===== src/hw/rtl/clpf_pkg.sv =====
// shared types, constants and helpers for the constrained low-pass pixel filter
package clpf_pkg;

    // configuration register widths and reset values
    localparam int STRENGTH_W = 7;
    localparam int DAMPING_W  = 4;
    localparam int CFG_DATA_W = 7;
    localparam int CFG_INDEX_W = 1;
    localparam int MSB_W      = 3;

    localparam logic [STRENGTH_W-1:0] STRENGTH_RESET = 7'd1;
    localparam logic [DAMPING_W-1:0]  DAMPING_RESET  = 4'd5;

    // configuration register indexes
    typedef enum logic [CFG_INDEX_W-1:0] {
        CFG_STRENGTH = 1'b0,
        CFG_DAMPING  = 1'b1
    } cfg_index_t;

    // direction codes; the unused code behaves as horizontal only
    localparam int OPCODE_W = 2;
    typedef enum logic [OPCODE_W-1:0] {
        OP_FULL = 2'd0,
        OP_VERT = 2'd1,
        OP_HORZ = 2'd2
    } opcode_t;

    // neighbor order: up_two, up_one, left_two, left_one,
    // right_one, right_two, down_one, down_two
    localparam int NB_COUNT = 8;
    // set bit marks a distance-one neighbor, weighted 3
    localparam logic [NB_COUNT-1:0] NB_WEIGHT3 = 8'b0101_1010;

    // constrained magnitude, weighted magnitude, signed term and sums
    localparam int CMAG_W  = STRENGTH_W;
    localparam int WMAG_W  = CMAG_W + 2;
    localparam int TERM_W  = WMAG_W + 1;
    localparam int DELTA_W = TERM_W + 2;
    localparam int RND_W   = DELTA_W + 1;
    localparam int CORR_W  = DELTA_W - 3;
    localparam int RND_SHIFT = 4;
    localparam int RND_BIAS  = 8;

    // position of the highest set bit, zero for values of zero and one
    function automatic logic [MSB_W-1:0] strength_msb(input logic [STRENGTH_W-1:0] s);
        logic [MSB_W-1:0] r;
        r = '0;
        for (int i = 1; i < STRENGTH_W; i++) begin
            if (s[i]) begin
                r = MSB_W'(i);
            end
        end
        return r;
    endfunction

endpackage


===== src/hw/rtl/constrained_lowpass_pixel_filter.sv =====
// constrained low-pass pixel filter: four-stage pipeline, one sample per cycle
// an accepted item passes through the stage 1 to stage 4 registers, then shows on out_valid
// throughput: one item per cycle while out_ready is high; each stage holds one item
// a stage takes a new item when it is empty or its item moves on, so bubbles collapse
// reset (rst_n low, asynchronous) empties the pipeline, strength = 1, damping = 5
// configuration writes act at once; only write with the pipeline empty (not enforced)
module constrained_lowpass_pixel_filter
    import clpf_pkg::*;
#(
    parameter int SAMPLE_BITS = 10
) (
    input  logic                   clk,
    input  logic                   rst_n,
    input  logic                   cfg_write,
    input  logic [CFG_INDEX_W-1:0] cfg_index,
    input  logic [CFG_DATA_W-1:0]  cfg_data,
    input  logic                   in_valid,
    output logic                   in_ready,
    input  logic [SAMPLE_BITS-1:0] center,
    input  logic [SAMPLE_BITS-1:0] up_two,
    input  logic [SAMPLE_BITS-1:0] up_one,
    input  logic [SAMPLE_BITS-1:0] left_two,
    input  logic [SAMPLE_BITS-1:0] left_one,
    input  logic [SAMPLE_BITS-1:0] right_one,
    input  logic [SAMPLE_BITS-1:0] right_two,
    input  logic [SAMPLE_BITS-1:0] down_one,
    input  logic [SAMPLE_BITS-1:0] down_two,
    input  logic [OPCODE_W-1:0]    opcode,
    output logic                   out_valid,
    input  logic                   out_ready,
    output logic [SAMPLE_BITS-1:0] filtered
);

    localparam int DIFF_W = SAMPLE_BITS + 1;
    localparam int RES_W  = SAMPLE_BITS + 2;

    // configuration registers
    logic [STRENGTH_W-1:0] strength_reg;
    logic [DAMPING_W-1:0]  damping_reg;

    // stage handshake
    logic s1_ready, s2_ready, s3_ready, s4_ready;
    logic s1_valid_reg, s2_valid_reg, s3_valid_reg, s4_valid_reg;

    // stage 1 signals
    logic [SAMPLE_BITS-1:0]   raw_nb [NB_COUNT];
    logic [SAMPLE_BITS-1:0]   sel_nb [NB_COUNT];
    logic signed [DIFF_W-1:0] s1_diff [NB_COUNT];
    logic [DIFF_W-1:0]        s1_abs [NB_COUNT];
    logic [SAMPLE_BITS-1:0]   s1_nb_reg [NB_COUNT];
    logic [SAMPLE_BITS-1:0]   s1_mag_reg [NB_COUNT];
    logic [NB_COUNT-1:0]      s1_neg_reg;
    logic [SAMPLE_BITS-1:0]   s1_x_reg;

    // stage 2 signals
    logic [MSB_W-1:0]         str_msb;
    logic [DAMPING_W-1:0]     damp_shift;
    logic [SAMPLE_BITS-1:0]   s2_t [NB_COUNT];
    logic [CMAG_W-1:0]        s2_lim [NB_COUNT];
    logic [CMAG_W-1:0]        s2_cmag [NB_COUNT];
    logic [WMAG_W-1:0]        s2_wmag [NB_COUNT];
    logic signed [TERM_W-1:0] s2_term [NB_COUNT];
    logic [SAMPLE_BITS-1:0]   s2_lo, s2_hi;
    logic signed [TERM_W-1:0] s2_term_reg [NB_COUNT];
    logic [SAMPLE_BITS-1:0]   s2_lo_reg, s2_hi_reg, s2_x_reg;

    // stage 3 signals
    logic signed [DELTA_W-1:0] s3_delta;
    logic signed [DELTA_W-1:0] s3_delta_reg;
    logic [SAMPLE_BITS-1:0]    s3_lo_reg, s3_hi_reg, s3_x_reg;

    // stage 4 signals
    logic signed [RND_W-1:0]  s4_rnd;
    logic signed [CORR_W-1:0] s4_corr;
    logic signed [RES_W-1:0]  s4_res;
    logic [SAMPLE_BITS-1:0]   filtered_next;
    logic [SAMPLE_BITS-1:0]   filtered_reg;

    // configuration writes
    always_ff @(posedge clk or negedge rst_n)
    begin
        if (!rst_n)
        begin
            strength_reg <= STRENGTH_RESET;
            damping_reg  <= DAMPING_RESET;
        end
        else if (cfg_write)
        begin
            case (cfg_index)
                CFG_STRENGTH: strength_reg <= cfg_data[STRENGTH_W-1:0];
                CFG_DAMPING:  damping_reg  <= cfg_data[DAMPING_W-1:0];
                default:      ;
            endcase
        end
    end

    // a stage loads when empty or when its item moves on
    assign s4_ready = !s4_valid_reg || out_ready;
    assign s3_ready = !s3_valid_reg || s4_ready;
    assign s2_ready = !s2_valid_reg || s3_ready;
    assign s1_ready = !s1_valid_reg || s2_ready;
    assign in_ready = s1_ready;

    always_ff @(posedge clk or negedge rst_n)
    begin
        if (!rst_n)
        begin
            s1_valid_reg <= 1'b0;
            s2_valid_reg <= 1'b0;
            s3_valid_reg <= 1'b0;
            s4_valid_reg <= 1'b0;
        end
        else
        begin
            if (s1_ready) s1_valid_reg <= in_valid;
            if (s2_ready) s2_valid_reg <= s1_valid_reg;
            if (s3_ready) s3_valid_reg <= s2_valid_reg;
            if (s4_ready) s4_valid_reg <= s3_valid_reg;
        end
    end

    // stage 1: direction select and neighbor differences
    assign raw_nb[0] = up_two;
    assign raw_nb[1] = up_one;
    assign raw_nb[2] = left_two;
    assign raw_nb[3] = left_one;
    assign raw_nb[4] = right_one;
    assign raw_nb[5] = right_two;
    assign raw_nb[6] = down_one;
    assign raw_nb[7] = down_two;

    always_comb
    begin
        sel_nb = raw_nb;
        case (opcode)
            OP_FULL: ;
            OP_VERT:
            begin
                sel_nb[2] = raw_nb[0];
                sel_nb[3] = raw_nb[1];
                sel_nb[4] = raw_nb[6];
                sel_nb[5] = raw_nb[7];
            end
            default:
            begin
                sel_nb[0] = raw_nb[2];
                sel_nb[1] = raw_nb[3];
                sel_nb[6] = raw_nb[4];
                sel_nb[7] = raw_nb[5];
            end
        endcase
    end

    always_comb
    begin
        for (int i = 0; i < NB_COUNT; i++)
        begin
            s1_diff[i] = $signed({1'b0, sel_nb[i]}) - $signed({1'b0, center});
            s1_abs[i]  = s1_diff[i][DIFF_W-1] ? DIFF_W'(-s1_diff[i]) : DIFF_W'(s1_diff[i]);
        end
    end

    always_ff @(posedge clk)
    begin
        if (s1_ready)
        begin
            s1_x_reg <= center;
            for (int i = 0; i < NB_COUNT; i++)
            begin
                s1_nb_reg[i]  <= sel_nb[i];
                s1_mag_reg[i] <= s1_abs[i][SAMPLE_BITS-1:0];
                s1_neg_reg[i] <= s1_diff[i][DIFF_W-1];
            end
        end
    end

    // stage 2: damped constrain, weighting and neighbor span
    assign str_msb    = strength_msb(strength_reg);
    assign damp_shift = (damping_reg > DAMPING_W'(str_msb))
                        ? damping_reg - DAMPING_W'(str_msb) : '0;

    always_comb
    begin
        for (int i = 0; i < NB_COUNT; i++)
        begin
            s2_t[i]   = s1_mag_reg[i] >> damp_shift;
            s2_lim[i] = (SAMPLE_BITS'(strength_reg) > s2_t[i])
                        ? CMAG_W'(SAMPLE_BITS'(strength_reg) - s2_t[i]) : '0;
            s2_cmag[i] = (s1_mag_reg[i] < SAMPLE_BITS'(s2_lim[i]))
                        ? s1_mag_reg[i][CMAG_W-1:0] : s2_lim[i];
            s2_wmag[i] = WMAG_W'(s2_cmag[i])
                        + (NB_WEIGHT3[i] ? WMAG_W'({s2_cmag[i], 1'b0}) : '0);
            s2_term[i] = s1_neg_reg[i] ? -$signed({1'b0, s2_wmag[i]})
                                       : $signed({1'b0, s2_wmag[i]});
        end
    end

    always_comb
    begin
        s2_lo = s1_x_reg;
        s2_hi = s1_x_reg;
        for (int i = 0; i < NB_COUNT; i++)
        begin
            if (s1_nb_reg[i] < s2_lo) s2_lo = s1_nb_reg[i];
            if (s1_nb_reg[i] > s2_hi) s2_hi = s1_nb_reg[i];
        end
    end

    always_ff @(posedge clk)
    begin
        if (s2_ready)
        begin
            s2_term_reg <= s2_term;
            s2_lo_reg   <= s2_lo;
            s2_hi_reg   <= s2_hi;
            s2_x_reg    <= s1_x_reg;
        end
    end

    // stage 3: sum of weighted terms
    always_comb
    begin
        s3_delta = '0;
        for (int i = 0; i < NB_COUNT; i++)
        begin
            s3_delta = s3_delta + DELTA_W'(s2_term_reg[i]);
        end
    end

    always_ff @(posedge clk)
    begin
        if (s3_ready)
        begin
            s3_delta_reg <= s3_delta;
            s3_lo_reg    <= s2_lo_reg;
            s3_hi_reg    <= s2_hi_reg;
            s3_x_reg     <= s2_x_reg;
        end
    end

    // stage 4: symmetric rounding, add to center, clamp to span
    always_comb
    begin
        s4_rnd  = RND_W'(s3_delta_reg) + $signed(RND_W'(RND_BIAS))
                  - $signed(RND_W'(s3_delta_reg[DELTA_W-1]));
        s4_corr = CORR_W'(s4_rnd >>> RND_SHIFT);
        s4_res  = $signed({2'b00, s3_x_reg}) + RES_W'(s4_corr);
        if (s4_res < $signed({2'b00, s3_lo_reg}))
            filtered_next = s3_lo_reg;
        else if (s4_res > $signed({2'b00, s3_hi_reg}))
            filtered_next = s3_hi_reg;
        else
            filtered_next = s4_res[SAMPLE_BITS-1:0];
    end

    always_ff @(posedge clk)
    begin
        if (s4_ready)
        begin
            filtered_reg <= filtered_next;
        end
    end

    assign out_valid = s4_valid_reg;
    assign filtered  = filtered_reg;

    // back-pressure reaches the input only with every stage occupied
    a_full_stall: assert property (@(posedge clk) disable iff (!rst_n)
        !in_ready |-> (s1_valid_reg && s2_valid_reg && s3_valid_reg && s4_valid_reg
                       && !out_ready))
        else $error("input stalled with an empty stage");

    // center always lies inside the carried neighbor span
    a_span: assert property (@(posedge clk) disable iff (!rst_n)
        s3_valid_reg |-> (s3_lo_reg <= s3_x_reg && s3_x_reg <= s3_hi_reg))
        else $error("neighbor span does not hold the center");

    // an item leaving stage 3 lands in the output register
    a_advance: assert property (@(posedge clk) disable iff (!rst_n)
        (s3_valid_reg && s4_ready) |=> s4_valid_reg)
        else $error("item lost between stage 3 and output");

endmodule


===== config.mk =====
export PLATFORM = sky130hd
export DESIGN_NAME = constrained_lowpass_pixel_filter
export DESIGN_NICKNAME = d
export VERILOG_FILES = /design/src/hw/rtl/clpf_pkg.sv /design/src/hw/rtl/constrained_lowpass_pixel_filter.sv
export SDC_FILE = /design/constraint.sdc
export NUM_CORES = 2
export LEC_CHECK = 0
export CAP_MARGIN = 20
export CELL_PAD_IN_SITES_DETAIL_PLACEMENT = 1
export CELL_PAD_IN_SITES_GLOBAL_PLACEMENT = 1
export CORE_ASPECT_RATIO = 1.2
export CORE_UTILIZATION = 47
export CTS_CLUSTER_SIZE = 8
export DETAILED_ROUTE_END_ITERATION = 8
export DONT_BUFFER_PORTS = 1
export GPL_TIMING_DRIVEN = 0
export PLACE_DENSITY = 0.89
export SYNTH_ARGS = -nofsm -noshare
export SYNTH_HDL_FRONTEND = slang
export SYNTH_SLANG_ARGS = --single-unit

===== constraint.sdc =====
create_clock -name clk -period 16.4 [get_ports clk]
set_clock_uncertainty 0.05 [all_clocks]
set_input_delay 2.46 -clock clk [delete_from_list [all_inputs] [get_ports clk]]
set_output_delay 2.46 -clock clk [all_outputs]
set_load 0.05 [all_outputs]

==> parameters.txt, run 1 <==
Parameter                              Value

Clocking
  Maximum buffer depth of the clock tree ... 3
  Clock sink count ... 355
  Clock root cell ... sky130_fd_sc_hd__clkbuf_16
  H-tree Lvls ... 2
  Hold_buf cts ... 0
  Total CTS buffers ... 51

Floorplan
  Top-level I/O count ... 117
  Die height ... 298.6 µm
  Row cnt ... 108
  Horizontal extent of the die ... 249.1 µm
  Starting density of the core ... 0.4756

Global routing
  Maximum number of pins on one net before global-route repair ... 69
  Overall overflow remaining after global route ... 12
  Number of antenna violations at the first check in global routing ... 33
  Total Routing Usage GR ... 0.6425

Yosys
  Portion of the post-synthesis area used by sequential elements ... 0.3074
  Synth Area per Inst ... 9.466 µm²
  Cell type contributing the most total cell area after synthesis ... sky130_fd_sc_hd__edfxtp_1
  Proportion of synthesized flip-flops having asynchronous set or reset ... 0.04225
  Cell count after synthesis ... 3639
  Warnings from Yosys ... 0
  Leading post-synthesis cells by cell area ... sky130_fd_sc_hd__edfxtp_1, sky130_fd_sc_hd__ha_1, sky130_fd_sc_hd__fa_1
  Top FF cell, synth ... sky130_fd_sc_hd__edfxtp_1
  Flop and latch count out of synthesis ... 355
  Portion of synthesized cell area occupied by the leading cell type ... 0.2964
  Number of synthesized flops with an enable pin ... 340
  Area of the mapped netlist ... 34450 µm²
  Net count of the mapped netlist ... 4247
  Yosys cell types ... 84

Placed design
  Routability Congestion ... 1.055
  Count of port buffers added during placement ... 0
  Placement Setup Slack ... -4138 ps
  Hpwl dp ... 100.0 mm

Run status
  Result of the run ... aborted with a tool error
  Run-stopping error ... [ERROR GRT-0232] Routing congestion too high. Check the congestion heatmap in the GUI.
  Failed at ... global routing (5_1_grt)

Timing
  Post-GRT worst EP ... s2_hi_reg[7]$_DFFE_PP_/D
  Worst endpoint type ... register input
## metal layers
metal  track usage  overflow
met1        0.6206         1
met2        0.8003         3
met3        0.5255         0
met4        0.6048         8
met5        0.4025         0
## through the flow
stage / TNS (ps) / instances / hold WS, ps / cell area (µm²)
2_1_floorplan: 0 / 3639 / 350.3 / 34510
4_1_cts: 0 / 4767 / 370.0 / 39100
3_3_place_gp: -58510 / 4574 / 351.9 / 35680
3_5_place_dp: -74700 / 4588 / 356.3 / 35920
## what timing repair did
action / 4_1_cts
setup buffers: 99
endpoints found under the setup margin: 20
resized for setup: 214
pin swaps: 57
gates cloned: 5
## logic make-up after synthesis
group,count (synthesis),synth area share
compound gates,838,0.1582
fa+ha+maj,505,0.2014
buf+inv,451,0.04958
flops,355,0.3074
simple gates,1026,0.1474
xor+xnor,259,0.06585
mux,205,0.07021
## cell usage after synthesis (87+ instances only)
library cell	instances
sky130_fd_sc_hd__clkbuf_1	87
sky130_fd_sc_hd__ha_1	420
sky130_fd_sc_hd__nor2b_1	105
sky130_fd_sc_hd__o21ai_0	177
sky130_fd_sc_hd__xor2_1	109
sky130_fd_sc_hd__a21oi_1	248
sky130_fd_sc_hd__xnor2_1	150
sky130_fd_sc_hd__inv_1	343
sky130_fd_sc_hd__mux2i_1	101
sky130_fd_sc_hd__nor2_1	151
sky130_fd_sc_hd__nand2_1	388
sky130_fd_sc_hd__nand2b_1	91
sky130_fd_sc_hd__a21o_1	126
sky130_fd_sc_hd__edfxtp_1	340
==> run 2: changes to the inputs <==
==> config.mk (replaced) <==
export PLATFORM = sky130hd
export DESIGN_NAME = constrained_lowpass_pixel_filter
export DESIGN_NICKNAME = d
export VERILOG_FILES = /design/src/hw/rtl/clpf_pkg.sv /design/src/hw/rtl/constrained_lowpass_pixel_filter.sv
export SDC_FILE = /design/constraint.sdc
export NUM_CORES = 2
export LEC_CHECK = 0
export CAP_MARGIN = 20
export CORE_UTILIZATION = 40
export DETAILED_ROUTE_END_ITERATION = 8
export DONT_BUFFER_PORTS = 1
export GPL_TIMING_DRIVEN = 0
export PLACE_DENSITY_LB_ADDON = 0.15
export SYNTH_ARGS = -nofsm -noshare
export SYNTH_HDL_FRONTEND = slang
export SYNTH_SLANG_ARGS = --single-unit
==> constraint.sdc (replaced) <==
create_clock -name clk -period 21.3 [get_ports clk]
set_clock_uncertainty 0.05 [all_clocks]
set_input_delay 3.195 -clock clk [delete_from_list [all_inputs] [get_ports clk]]
set_output_delay 3.195 -clock clk [all_outputs]
set_load 0.05 [all_outputs]
==> run 2 against run 1 <==
Against the previous run:
- the run now ends clean
- synthesized cell count is the same
- area after synthesis is the same
==> parameters.txt, run 2 <==
Parameter                              Value

Worst setup path
  Launching instance or port of the critical path ... s1_x_reg[4]
  CP required ... 21580 ps
  Largest fanout on the critical path ... 10
  Crit path max-delay cell type ... sky130_fd_sc_hd__edfxtp_1
  R2R Path Start ... s1_x_reg[4]
  Critical Path End Type ... flip-flop
  Critical path arrival ... 20120 ps
  Most frequent CP cell ... sky130_fd_sc_hd__a21oi_1
  Kind of critical path ... reg2reg
  Crit start category ... flip-flop
  Largest incremental delay on the critical path ... 660 ps

Timing
  Share of the clock period used by the worst path ... 0.9317
  RSZ-0062 raised after global routing ... false
  Final period demand of the worst path ... 19840 ps
  F_max ... 0.05039 GHz
  Hold violation total from the final report ... 0
  Final setup fails ... 0
  Worst slew margin relative to its limit ... 0.2116
  Worst-Margin Slew ... 1170 ps
  Number of pins exceeding their max-slew limit in the final report ... 0

Clocking
  Maximum buffer depth of the clock tree ... 3
  Hold_buf cts ... 0
  Clock sink count ... 355
  TritonCTS clock tree ... built
  Clock root cell ... sky130_fd_sc_hd__clkbuf_16
  Worst skew pair latency ... 580 ps
  H-tree Lvls ... 2
  Clk pin slew, worst setup/hold paths ... 60 ps
  Total CTS buffers ... 44

Placed design
  Count of port buffers added during placement ... 0
  Routability Congestion ... 0.9939
  Placed instance area ... 36180 µm²
  Hpwl dp ... 89.84 mm

Drt
  Drt initial violations ... 2037
  Post-route ant nets ... 0
  Vias per inst ... 5.578
  Wirelength, routed ... 109.5 mm
  First drt pass iteration count ... 5
  Average routed wire per standard cell ... 22.40 µm
  Vias ... 27260
  Residual DRC count ... 0

Yosys
  Net count of the mapped netlist ... 4247
  Synthesized-area fraction occupied by xor and xnor cells ... 0.06585
  Post-synthesis compound-gate area fraction ... 0.1582
  Flop and latch count out of synthesis ... 355
  Portion of synthesized cell area occupied by the leading cell type ... 0.2964
  Portion of the post-synthesis area used by sequential elements ... 0.3074
  Leading cell types by count after synthesis ... sky130_fd_sc_hd__ha_1, sky130_fd_sc_hd__nand2_1, sky130_fd_sc_hd__inv_1, sky130_fd_sc_hd__edfxtp_1, sky130_fd_sc_hd__a21oi_1
  Proportion of synthesized flip-flops having asynchronous set or reset ... 0.04225
  Largest family of logic cells by synthesized area ... adder cells
  Post-synthesis share of cell area spent on full adders, half adders and majority gates ... 0.2014
  Synth Area per Inst ... 9.466 µm²
  Cell type contributing the most total cell area after synthesis ... sky130_fd_sc_hd__edfxtp_1
  Library cell with the highest instance count after synthesis ... sky130_fd_sc_hd__ha_1
  Basic-gate share of the synthesized area counting and, or, nand and nor cells ... 0.1474
  Top FF cell, synth ... sky130_fd_sc_hd__edfxtp_1
  Number of synthesized flops with an enable pin ... 340
  Cell count after synthesis ... 3639
  Multiplexer area fraction after synthesis ... 0.07021
  Yosys cell types ... 84
  Area of the mapped netlist ... 34450 µm²
  Leading post-synthesis cells by cell area ... sky130_fd_sc_hd__edfxtp_1, sky130_fd_sc_hd__ha_1, sky130_fd_sc_hd__fa_1
  Warnings from Yosys ... 0

Floorplan
  Die height ... 295.5 µm
  Horizontal extent of the die ... 295.5 µm
  Placeable core area ... 85280 µm²
  Starting density of the core ... 0.4039
  Top-level I/O count ... 117
  Die area ... 87300 µm²
  Row cnt ... 107

Global routing
  Maximum number of pins on one net before global-route repair ... 43
  Overall overflow remaining after global route ... 0
  Number of global-route vias before repair ... 26330
  Number of antenna violations at the first check in global routing ... 5
  Total Routing Usage GR ... 0.2492
  First-pass GRT wire length ... 162.4 mm

Layout
  Leading cell type in the layout, fill and taps excluded ... sky130_fd_sc_hd__ha_1
  Area growth syn-to-layout ... 9.683%
  Share of cells above drive strength 1 ... 0.07320
  Top library cells by usage in the layout, fill and taps aside ... sky130_fd_sc_hd__ha_1, sky130_fd_sc_hd__nand2_1, sky130_fd_sc_hd__inv_1, sky130_fd_sc_hd__edfxtp_1, sky130_fd_sc_hd__a21oi_1
  Count of nets after finishing ... 4317
  Number of antenna repair diodes ... 0
  Area of all placed cells without fillers ... 37780 µm²

Min path
  Start point of the worst hold path ... s2_lo_reg[8]
  Hold/Removal Path Class ... reg2reg

Run
  Maxcap violations ... 0

Run status
  Result of the run ... finished, final reports clean
## run 2: cell counts after synthesis
No cell type changed its count.
## run 2: through the flow
stage          worst slack, ps  instances  TNS [ps]  hold slack, ps  utilization
2_1_floorplan             3543       3639         0           350.3            -
6_report                  1455       4887         0           361.5       0.4431
3_3_place_gp            -364.3       4783     -3542           351.8       0.4207
3_5_place_dp             526.6       4801         0           355.4       0.4242
5_1_grt                  57.31       4887         0           373.3       0.4431
4_1_cts                  468.8       4881         0           362.4       0.4420
## run 2: cell type report
cell class | count | area [µm²]
buffer | 108 | 420.4
clock buffer | 56 | 1197
sequential | 355 | 10590
timing repair buffer | 24 | 316.6
tap | 1144 | 1431
clock inverter | 24 | 319.1
inverter | 343 | 1287
fill | 8338 | 47500
multi-input combinational | 2833 | 22220
## run 2: cell families after synthesis
family	after synthesis
adder cells (fa/ha/maj)	505
flip-flops	355
buffers and inverters	451
AND/OR/NAND/NOR	1026
multiplexers	205
XOR/XNOR	259
AO/OA/AOI/OAI	838
## run 2: path summary, 6_finish.rpt
| check | endpoint | slack [ps] | cells past startpoint |
|---|---|---|---|
| max | s2_lo_reg[2] | 1460 | 95 |
| min | s3_lo_reg[8] | 360 | 0 |
| max reg2reg | s2_lo_reg[2] | 1460 | 95 |
| min reg2reg | s3_lo_reg[8] | 360 | 0 |
| max in group asynchronous | damping_reg[2] | 18770 | 0 |
| min in group asynchronous | s2_valid_reg | 2260 | 0 |
## run 2: what timing repair did
action                                  CTS  global route
endpoints found under the hold margin     0             0
gates resized for setup                   0            11
setup buffers                             0             1
endpoints found under the setup margin    0            20
## run 2: critical path, delay by kind of cell (launching register included)
family / cells / cell delay, ps
simple gates: 29 / 4070
compound gates: 42 / 8170
mux: 3 / 1150
fa+ha+maj: 8 / 2420
flops: 1 / 660
buf+inv: 13 / 3030
## run 2: routing by layer
layer / share of wire / GRT usage
met1: 0.45 / 0.3415
met3: 0.070 / 0.03857
met5: 0.00012 / 0
met2: 0.45 / 0.3981
met4: 0.035 / 0.08644
Power of run 2 is not shown: default switching activity piles up to over one toggle a cycle in this logic, so the estimate is an artifact.
